## src/sv/fcrc_pkg.sv

```systemverilog
// Types, constants and the CRC byte update for the frame CRC engine.
package fcrc_pkg;

	localparam logic [7:0]  CRC8_INIT  = 8'hFF;
	localparam logic [7:0]  CRC8_POLY  = 8'h8C;
	localparam logic [15:0] CRC16_INIT = 16'hFFFF;
	localparam logic [15:0] CRC16_POLY = 16'h8408;

	localparam int CFG_IDX_W = 2;
	localparam int CFG_DAT_W = 2;

	localparam logic [CFG_IDX_W-1:0] REG_CRC_KIND = 2'd0;
	localparam logic [CFG_IDX_W-1:0] REG_FRAME_OP = 2'd1;

	localparam logic [1:0] OP_COMPUTE = 2'd0;
	localparam logic [1:0] OP_VERIFY  = 2'd1;
	localparam logic [1:0] OP_APPEND  = 2'd2;

	localparam logic KIND_CRC8  = 1'b0;
	localparam logic KIND_CRC16 = 1'b1;

	typedef struct packed {
		logic [7:0] data_byte;
		logic       frame_last;
	} in_word_t;

	typedef struct packed {
		logic [7:0]  out_byte;
		logic        out_is_crc;
		logic [15:0] crc_value;
		logic        check_ok;
		logic        frame_done;
		logic        run_last;
	} out_word_t;

	// All results caused by one input word, in compact form.
	typedef struct packed {
		logic [7:0]  data_byte;
		logic [15:0] crc;
		logic        ok;
		logic        done;
		logic [1:0]  cnt;     // number of result words, 1 to 3
	} grp_t;

	function automatic logic [15:0] init_value(input logic kind);
		return (kind == KIND_CRC16) ? CRC16_INIT : {8'h00, CRC8_INIT};
	endfunction

	// Reflected CRC update by one byte, LSB first.
	function automatic logic [15:0] crc_absorb(input logic [15:0] crc_in,
		input logic [7:0] b, input logic kind);
		logic [15:0] c;
		logic [15:0] poly;
		poly = (kind == KIND_CRC16) ? CRC16_POLY : {8'h00, CRC8_POLY};
		c = crc_in ^ {8'h00, b};
		for (int i = 0; i < 8; i++) begin
			c = c[0] ? ((c >> 1) ^ poly) : (c >> 1);
		end
		return (kind == KIND_CRC16) ? c : {8'h00, c[7:0]};
	endfunction

endpackage

```

## src/sv/fcrc_core.sv

```systemverilog
// Frame state and per-word CRC logic: turns one input word into a result group.
module fcrc_core
	import fcrc_pkg::*;
(
	input  logic                 clk,
	input  logic                 arst_n,
	input  logic                 cfg_valid,
	input  logic [CFG_IDX_W-1:0] cfg_index,
	input  logic [CFG_DAT_W-1:0] cfg_data,
	input  logic                 take,
	input  in_word_t             in_word,
	output grp_t                 grp
);

	logic        kind_q;
	logic [1:0]  op_q;
	logic [15:0] crc_q;
	logic [7:0]  held_q [2];
	logic [1:0]  seen_q;

	logic        is_verify;
	logic        absorb_now;
	logic [7:0]  verify_byte;
	logic [15:0] crc_next;
	logic [15:0] expect_crc;
	logic        ok;
	logic [1:0]  seen_next;

	assign is_verify = (op_q == OP_VERIFY);

	// Verify mode delays coverage by the CRC length.
	assign absorb_now  = (kind_q == KIND_CRC16) ? (seen_q >= 2'd2) : (seen_q >= 2'd1);
	assign verify_byte = (kind_q == KIND_CRC16) ? held_q[1] : held_q[0];
	assign seen_next   = (seen_q == 2'd2) ? seen_q : seen_q + 2'd1;
	assign expect_crc  = (kind_q == KIND_CRC16) ? {in_word.data_byte, held_q[0]}
		: {8'h00, in_word.data_byte};

	always_comb begin
		if (is_verify) begin
			crc_next = absorb_now ? crc_absorb(crc_q, verify_byte, kind_q) : crc_q;
		end else begin
			crc_next = crc_absorb(crc_q, in_word.data_byte, kind_q);
		end
	end

	// A one-byte CRC-16 frame has no full trailer and fails.
	assign ok = is_verify && in_word.frame_last && (crc_next == expect_crc)
		&& ((kind_q == KIND_CRC8) || (seen_q >= 2'd1));

	always_comb begin
		grp.data_byte = in_word.data_byte;
		grp.crc       = crc_next;
		grp.ok        = ok;
		grp.done      = in_word.frame_last;
		if ((op_q == OP_APPEND) && in_word.frame_last) begin
			grp.cnt = (kind_q == KIND_CRC16) ? 2'd3 : 2'd2;
		end else begin
			grp.cnt = 2'd1;
		end
	end

	always_ff @(posedge clk or negedge arst_n) begin
		if (!arst_n) begin
			kind_q    <= KIND_CRC8;
			op_q      <= OP_COMPUTE;
			crc_q     <= init_value(KIND_CRC8);
			held_q[0] <= '0;
			held_q[1] <= '0;
			seen_q    <= '0;
		end else if (cfg_valid && ((cfg_index == REG_CRC_KIND)
			|| (cfg_index == REG_FRAME_OP))) begin
			// any register write restarts the frame
			if (cfg_index == REG_CRC_KIND) begin
				kind_q <= cfg_data[0];
				crc_q  <= init_value(cfg_data[0]);
			end else begin
				op_q  <= cfg_data;
				crc_q <= init_value(kind_q);
			end
			held_q[0] <= '0;
			held_q[1] <= '0;
			seen_q    <= '0;
		end else if (take) begin
			if (in_word.frame_last) begin
				crc_q     <= init_value(kind_q);
				held_q[0] <= '0;
				held_q[1] <= '0;
				seen_q    <= '0;
			end else begin
				crc_q <= crc_next;
				if (is_verify) begin
					held_q[1] <= held_q[0];
					held_q[0] <= in_word.data_byte;
					seen_q    <= seen_next;
				end
			end
		end
	end

endmodule

```

## src/sv/fcrc_oseq.sv

```systemverilog
// Result register: holds one result group and sends its words one per cycle while out_ready is high.
module fcrc_oseq
	import fcrc_pkg::*;
(
	input  logic      clk,
	input  logic      arst_n,
	input  logic      take,
	input  grp_t      grp_d,
	output logic      free,
	output logic      out_valid,
	input  logic      out_ready,
	output out_word_t out_word
);

	logic       valid_q;
	logic [1:0] idx_q;
	grp_t       grp_q;
	logic       last_beat;
	logic       two_only;

	assign last_beat = (idx_q == (grp_q.cnt - 2'd1));
	assign free      = !valid_q || (out_ready && last_beat);
	assign out_valid = valid_q;
	assign two_only  = (grp_q.cnt == 2'd2);

	always_ff @(posedge clk or negedge arst_n) begin
		if (!arst_n) begin
			valid_q <= 1'b0;
			idx_q   <= '0;
		end else if (take) begin
			valid_q <= 1'b1;
			idx_q   <= '0;
		end else if (valid_q && out_ready) begin
			if (last_beat) begin
				valid_q <= 1'b0;
			end else begin
				idx_q <= idx_q + 2'd1;
			end
		end
	end

	always_ff @(posedge clk) begin
		if (take) begin
			grp_q <= grp_d;
		end
	end

	always_comb begin
		out_word.crc_value = grp_q.crc;
		out_word.check_ok  = 1'b0;
		unique case (idx_q)
			2'd0: begin
				out_word.out_byte   = grp_q.data_byte;
				out_word.out_is_crc = 1'b0;
				out_word.check_ok   = (grp_q.cnt == 2'd1) && grp_q.ok;
				out_word.frame_done = (grp_q.cnt == 2'd1) && grp_q.done;
				out_word.run_last   = (grp_q.cnt == 2'd1);
			end
			2'd1: begin
				out_word.out_byte   = grp_q.crc[7:0];
				out_word.out_is_crc = 1'b1;
				out_word.frame_done = two_only;
				out_word.run_last   = two_only;
			end
			2'd2: begin
				out_word.out_byte   = grp_q.crc[15:8];
				out_word.out_is_crc = 1'b1;
				out_word.frame_done = 1'b1;
				out_word.run_last   = 1'b1;
			end
			default: begin
				out_word.out_byte   = grp_q.data_byte;
				out_word.out_is_crc = 1'b0;
				out_word.frame_done = 1'b0;
				out_word.run_last   = 1'b1;
			end
		endcase
	end

endmodule

```

## src/sv/frame_crc8_crc16_engine.sv

```systemverilog
// Top level of the frame CRC engine: core logic plus output result register.
//
// Usage:
//  - Input channel (in_valid/in_ready/in_word) takes one frame byte per word,
//    frame_last marks the final byte of a frame.
//  - Output channel (out_valid/out_ready/out_word) gives result words.
//  - Config channel (cfg_valid/cfg_ready/cfg_index/cfg_data) writes crc_kind
//    (index 0) and frame_op (index 1); cfg_ready is always high. Any write
//    restarts the frame; indexes above 1 are ignored. Write only while idle.
//  - Output: the first result word is registered and appears in the cycle after its input word is taken.
//  - Throughput: one input word per cycle while out_ready is high. Compute and
//    verify give one result word per input; append gives 2 (CRC-8) or 3 (CRC-16)
//    words on the last byte and holds in_ready low until the last CRC word is sent.
//    The rate is set by the single result register draining one word per cycle.
//  - Reset: CRC-8, compute mode, CRC at 0xFF, no result pending.
//  - Stall: while out_ready is low the current result word holds and
//    in_ready stays low once the result register is full.
module frame_crc8_crc16_engine
	import fcrc_pkg::*;
(
	input  logic                 clk,
	input  logic                 arst_n,
	input  logic                 in_valid,
	output logic                 in_ready,
	input  in_word_t             in_word,
	output logic                 out_valid,
	input  logic                 out_ready,
	output out_word_t            out_word,
	input  logic                 cfg_valid,
	output logic                 cfg_ready,
	input  logic [CFG_IDX_W-1:0] cfg_index,
	input  logic [CFG_DAT_W-1:0] cfg_data
);

	logic take;    // input word accepted this cycle
	logic free;    // result register can load a new group
	grp_t grp;     // all results of the current input word

	assign cfg_ready = 1'b1;
	assign in_ready  = free;
	assign take      = in_valid && free;

	// CRC state, held trailer bytes and config registers
	fcrc_core u_core (
		.clk       (clk),
		.arst_n    (arst_n),
		.cfg_valid (cfg_valid),
		.cfg_index (cfg_index),
		.cfg_data  (cfg_data),
		.take      (take),
		.in_word   (in_word),
		.grp       (grp)
	);

	// result register, unrolls append groups into single words
	fcrc_oseq u_oseq (
		.clk       (clk),
		.arst_n    (arst_n),
		.take      (take),
		.grp_d     (grp),
		.free      (free),
		.out_valid (out_valid),
		.out_ready (out_ready),
		.out_word  (out_word)
	);

endmodule

```

## config.mk

```make
export PLATFORM = sky130hd
export DESIGN_NAME = frame_crc8_crc16_engine
export DESIGN_NICKNAME = d
export VERILOG_FILES = /design/src/sv/fcrc_pkg.sv /design/src/sv/fcrc_core.sv /design/src/sv/fcrc_oseq.sv /design/src/sv/frame_crc8_crc16_engine.sv
export SDC_FILE = /design/constraint.sdc
export NUM_CORES = 1
export LEC_CHECK = 0
export BUFFER_PORTS_ARGS = -buffer_cell sky130_fd_sc_hd__clkbuf_2
export CAP_MARGIN = 20
export CORE_UTILIZATION = 60
export DETAILED_ROUTE_END_ITERATION = 8
export MAX_ROUTING_LAYER = met4
export PLACE_DENSITY_LB_ADDON = 0.12
export SLEW_MARGIN = 15
export SYNTH_ARGS = -nofsm -noshare
export SYNTH_HDL_FRONTEND = slang
export SYNTH_SLANG_ARGS = --single-unit
```

## constraint.sdc

```tcl
create_clock -name clk -period 3.6 [get_ports clk]
set_input_delay 0.72 -clock clk [delete_from_list [all_inputs] [get_ports clk]]
set_output_delay 0.72 -clock clk [all_outputs]
set_load 0.01 [all_outputs]
```

---- Word level (Yosys, flattened, before mapping) ----
Index checks and enable logic that the tools add are counted.
operators by class
  add/sub/neg operators ................... 3
  $lt $le $gt $ge ......................... 2
  equal/unequal tests ..................... 12
  muxes and demuxes ....................... 49
  bitwise logic cells ..................... 20
  reductions and logical operators ........ 26
operators by type and width
  operator                                             count
  two-way mux 16 bit                                   32
  XOR 15 x 16 -> 16 bit                                16
  XOR 16 x 8 -> 16 bit                                 2
  one-hot mux 9 bit (2 select lines)                   1
  == test 16 bit                                       1
  two-way mux 2 bit                                    8
  logical AND 1 bit                                    10
  AND reduction 2 bit                                  5
  == test 2 x 1 -> 1 bit, second input constant        4
  == test 2 bit, second input constant                 4
  two-way mux 8 bit                                    1
  two-way mux 1 bit                                    6
  one-hot mux 2 bit (3 select lines)                   1
  nonzero test 2 bit                                   3
  adder 2 x 1 -> 2 bit, second input constant          2
  zero test 2 bit                                      2
  logical OR 1 bit                                     3
  inequality test 3 bit, second input constant         1
  AND reduction 3 bit                                  1
  nonzero test 3 bit                                   1
  == test 2 bit                                        1
  >= comparator 2 x 1 -> 1 bit, second input constant  1
  >= comparator 2 bit, second input constant           1
  inequality test 2 bit, second input constant         1
  3 further kinds                                      4
storage, ports and cells
  bits in registers ....................... 68
  input port bits ......................... 18
  output and inout port bits .............. 31
  word-level logic and storage cells ...... 125

---- Longest topological paths before layout ----
  depth after elaboration ................. 24
  depth in mapped cells ................... 16
  mapped depth without buffers ............ 14

---- By module ----
A second synthesis with hierarchy kept.
unflattened totals
  cell total of the unflattened synthesis .. 545
  area total of the unflattened synthesis .. 5407.7 µm²
modules (own cells, without submodules)
  module                   instances  cells each  area each (µm²)  sequential area each (µm²)
  fcrc_core                1          438         3995.1           935.9
  fcrc_oseq                1          104         1395.1           915.9
  frame_crc8_crc16_engine  1          3           17.5             0.0

---- Worst setup path after synthesis ----
Ideal clock, no wire load.
  kind .................................... input port to flip-flop
  start point ............................. in in_word[4] (netlist name)
  end point ............................... reg u_oseq.grp_q[3] (netlist name), data pin
  arrival time ............................ 3.047 ns
  setup slack ............................. 0.296 ns
  cell stages on the path ................. 13
  path through ............................ clkbuf_1 xor2_1 ha_1 inv_1 mux2_4 xnor2_4 xnor3_1 nand3_1 nor3b_1 nor3_4 xnor2_1 a31oi_1 o2111a_1
RTL lines
  element               RTL line                       RTL
  start, declared       frame_crc8_crc16_engine.sv:25  input in_word_t in_word,
  end signal, assigned  fcrc_oseq.sv:44                grp_q <= grp_d;
  end, declared         fcrc_oseq.sv:17                grp_t grp_q;

==> results.sh <==
export IMPL_p_leak_nw=2.48
export IMPL_synth_distinct_cells=79
export IMPL_start_util=0.628
export IMPL_cts_tree="done"
export IMPL_clk_pin_slew_ns=0.09
export IMPL_maxCapViolations=0
export IMPL_nets=614
export IMPL_hold_start="u_core.held_q[7]$_DFFE_PN0P_"
export IMPL_cts_root_buf="clkbuf_8"
export IMPL_async_reset_ff_frac=0.588
export IMPL_p_per_area_mw_per_mm2=1140
export IMPL_finalWirelength_mm=15.3
export IMPL_clk_latency_ns=0.35
export IMPL_most_common_layout_cells="clkbuf_2, buf_4, nand2_1"
export IMPL_yosys_register_bits=68
export IMPL_yosysWarnings=0
export IMPL_dieWidth_um=95.2
export IMPL_avgSynthCellArea_um2=9.89
export IMPL_startpoint_type="register"
export IMPL_layout_drive_gt1_share=0.250
export IMPL_htreeDepth=3
export IMPL_die_height_um=95.2
export IMPL_hold_viol_final=0
export IMPL_globalRoute_totalOverflow=0
export IMPL_fill_cells=646
export IMPL_syn_cell_area_mm2=0.00521
export IMPL_dieArea_mm2=0.00906
export IMPL_cp_end_kind="register"
export IMPL_cp_max_fo=6
export IMPL_io_pins=49
export IMPL_fin_crit_ns=3.58
export IMPL_post_place_ws_ns=-0.132
export IMPL_worst_r2r_setup_slack_ns=0.02
export IMPL_grt_usage=0.368
export IMPL_finalSetupViolations=0
export IMPL_outcome="finished clean"
export IMPL_min_path_cells=2
export IMPL_peakVddDrop_uv=501
export IMPL_routed_via_density=6.40
export IMPL_grt_max_degree=41
export IMPL_fin_ws_ns=0.0216
export IMPL_arrival_ns=3.80
export IMPL_synth_ff_type="dfrtp_1"
export IMPL_drcViolationCount=0
export IMPL_drv_slew=0
export IMPL_hp_class="register to register"
export IMPL_required_ns=3.82
export IMPL_reg2reg_to="u_oseq.grp_q[3]$_DFFE_PP_"
export IMPL_clock_fmax_mhz=279
export IMPL_gp_congestion=0.981
export IMPL_drt_iter0_markers=468
export IMPL_tightest_slew_ns=0.965
export IMPL_rr_worst_depth=13
export IMPL_core_mm2=0.00830
export IMPL_finClkSkew_ns=0.0129
export IMPL_dr_pass1_iters=5
export IMPL_clock_path_buffers=2
export IMPL_grt_antenna_before_repair=0
export IMPL_slew_headroom=0.357
export IMPL_synthesis_nets=557
export IMPL_synth_edff_count=28
export IMPL_drtAntennaViolNets=0
export IMPL_cts_buffers=9
export IMPL_layout_commonest_cell="clkbuf_2"
export IMPL_rows=33
export IMPL_dr_total_vias=4440
export IMPL_grt_pass1_vias=4170
export IMPL_yosysSeqAreaShare=0.355
export IMPL_postSynthCellCount=527
export IMPL_wl_per_cell_um=22.1
export IMPL_criticalPathCategory="register to register"
export IMPL_io_buffers=47
export IMPL_areaGrowthSynthToFinish_pct=13.9
export IMPL_r2r_start="u_core.kind_q$_DFFE_PN0P_"
export IMPL_ctsHoldBuffers=0
export IMPL_dp_hpwl_mm=11.7
export IMPL_p_total_mw=6.78
export IMPL_timing_final_crit_share=0.994
export IMPL_hold_end="u_core.held_q[7]$_DFFE_PN0P_"
export IMPL_rsz0062_at_grt="false"
export IMPL_cts_sinks=68
export IMPL_grt_pass1_wl_mm=23.2
export IMPL_diodes=0
[worst max-delay path by stage]
| stage | startpoint | to | slack [ns] | cells after the start |
|---|---|---|---|---|
| floorplan | in_word[4] | u_oseq.grp_q[3]$_DFFE_PP_ | 0.30 | 13 |
| global placement | in_word[2] | u_oseq.grp_q[3]$_DFFE_PP_ | -0.12 | 11 |
| detailed placement | in_word[2] | u_oseq.grp_q[3]$_DFFE_PP_ | -0.13 | 11 |
| CTS | u_core.kind_q$_DFFE_PN0P_ | u_oseq.grp_q[3]$_DFFE_PP_ | 0.14 | 13 |
| global route | u_core.crc_q[3]$_DFFE_PN1P_ | u_oseq.grp_q[3]$_DFFE_PP_ | 0.006 | 12 |
| finish | u_core.kind_q$_DFFE_PN0P_ | u_oseq.grp_q[3]$_DFFE_PP_ | 0.02 | 13 |
[state kept, by name, indices dropped and copies added (netlist names), 2 cells and up]
| signal | flops |
|---|---|
| u_core.seen_q | 2 |
| u_oseq.grp_q | 12 |
| u_core.op_q | 2 |
| u_oseq.idx_q | 2 |
| u_core.crc_q | 16 |
| u_core.held_q | 16 |
| u_oseq.out_word | 16 |
[power by group]
group	internal (mW)	switching (mW)	total [mW]	leakage (nW)
combinational	2.05	2.51	4.56	1.60
clock	0.533	0.316	0.849	0.131
sequential	1.11	0.266	1.38	0.750
[what timing repair did]
action	in CTS	in global routing
buffers inserted	0	0
setup endpoints to repair	0	2
gates resized for setup	0	1
[critical path, cell delays in order (launching register included)]
cell and delay [ns]:
dfrtp_2 0.51, mux2i_4 0.29, xnor2_2 0.12, ha_1 0.36
and3b_1 0.20, a2111oi_0 0.60, a22oi_1 0.27, mux2i_1 0.18
a21oi_2 0.27, xnor2_1 0.15, o211ai_1 0.11, o31ai_1 0.08
buf_4 0.14, o2111a_1 0.17
[final cells by class]
type / instances / area, um^2 / area share
Clock buffer: 10 / 128 / 0.0215
Tap cell: 105 / 131 / 0.0221
Sequential cell: 68 / 1850 / 0.312
Timing Repair Buffer: 92 / 586 / 0.0986
Inverter: 17 / 63.8 / 0.0107
Clock inverter: 6 / 138 / 0.0232
Multi-Input combinational cell: 396 / 3040 / 0.512
[synthesized netlist by cell type, types with 3 or more instances]
cell	number	share of area
buf_2	4	0.0038
xnor2_2	7	0.022
nand3_1	9	0.0086
nor2b_1	5	0.0060
o22a_1	8	0.013
nand2_1	39	0.028
nor3_1	8	0.0077
o221ai_1	3	0.0050
inv_1	17	0.012
a22o_1	16	0.027
o31ai_1	4	0.0058
mux2i_4	3	0.013
buf_6	3	0.0065
or3_1	4	0.0048
mux2_2	5	0.011
a21oi_1	25	0.024
clkbuf_1	20	0.014
a221oi_1	4	0.0067
mux2i_1	19	0.036
nor3b_1	4	0.0058
a31oi_1	12	0.014
dfrtp_1	32	0.15
o21ai_0	20	0.019
buf_4	18	0.026
nor4_1	3	0.0036
o211ai_1	4	0.0058
xnor2_1	38	0.064
xor2_1	25	0.042
nand2b_1	9	0.011
o21ai_1	6	0.0058
nor2_1	37	0.027
xor3_1	3	0.014
edfxtp_1	28	0.16
a22oi_1	10	0.014
ha_1	12	0.029
dfstp_2	8	0.040
[routing by layer]
layer	up-vias	share of wire	GRT usage
met1	2124	0.43	0.484
met5	-	0	-
met4	0	0.040	0.164
li1	2023	-	-
met2	253	0.45	0.564
met3	40	0.083	0.0534
[metrics by stage]
step / hold WS (ns) / area (um^2) / std cells / util / setup TNS [ns]
finish: 0.499 / 5940 / 694 / 0.716 / 0
global route: 0.542 / 5940 / 694 / 0.716 / 0
CTS: 0.506 / 5930 / 694 / 0.715 / 0
floorplan: 0.424 / 5210 / 527 / - / 0
detailed placement: 0.490 / 5670 / 678 / 0.683 / -0.132
global placement: 0.478 / 5670 / 678 / 0.683 / -0.120
[cells by family after synthesis]
group                    share of synthesized area
adder cells (fa/ha/maj)                     0.0288
flip-flops                                   0.355
XOR/XNOR                                     0.161
other                                     0.000720
AO/OA/AOI/OAI                                0.197
multiplexers                                0.0658
AND/OR/NAND/NOR                              0.128
buffers and inverters                       0.0636
No activity file was read; power rests on OpenSTA's default activity.
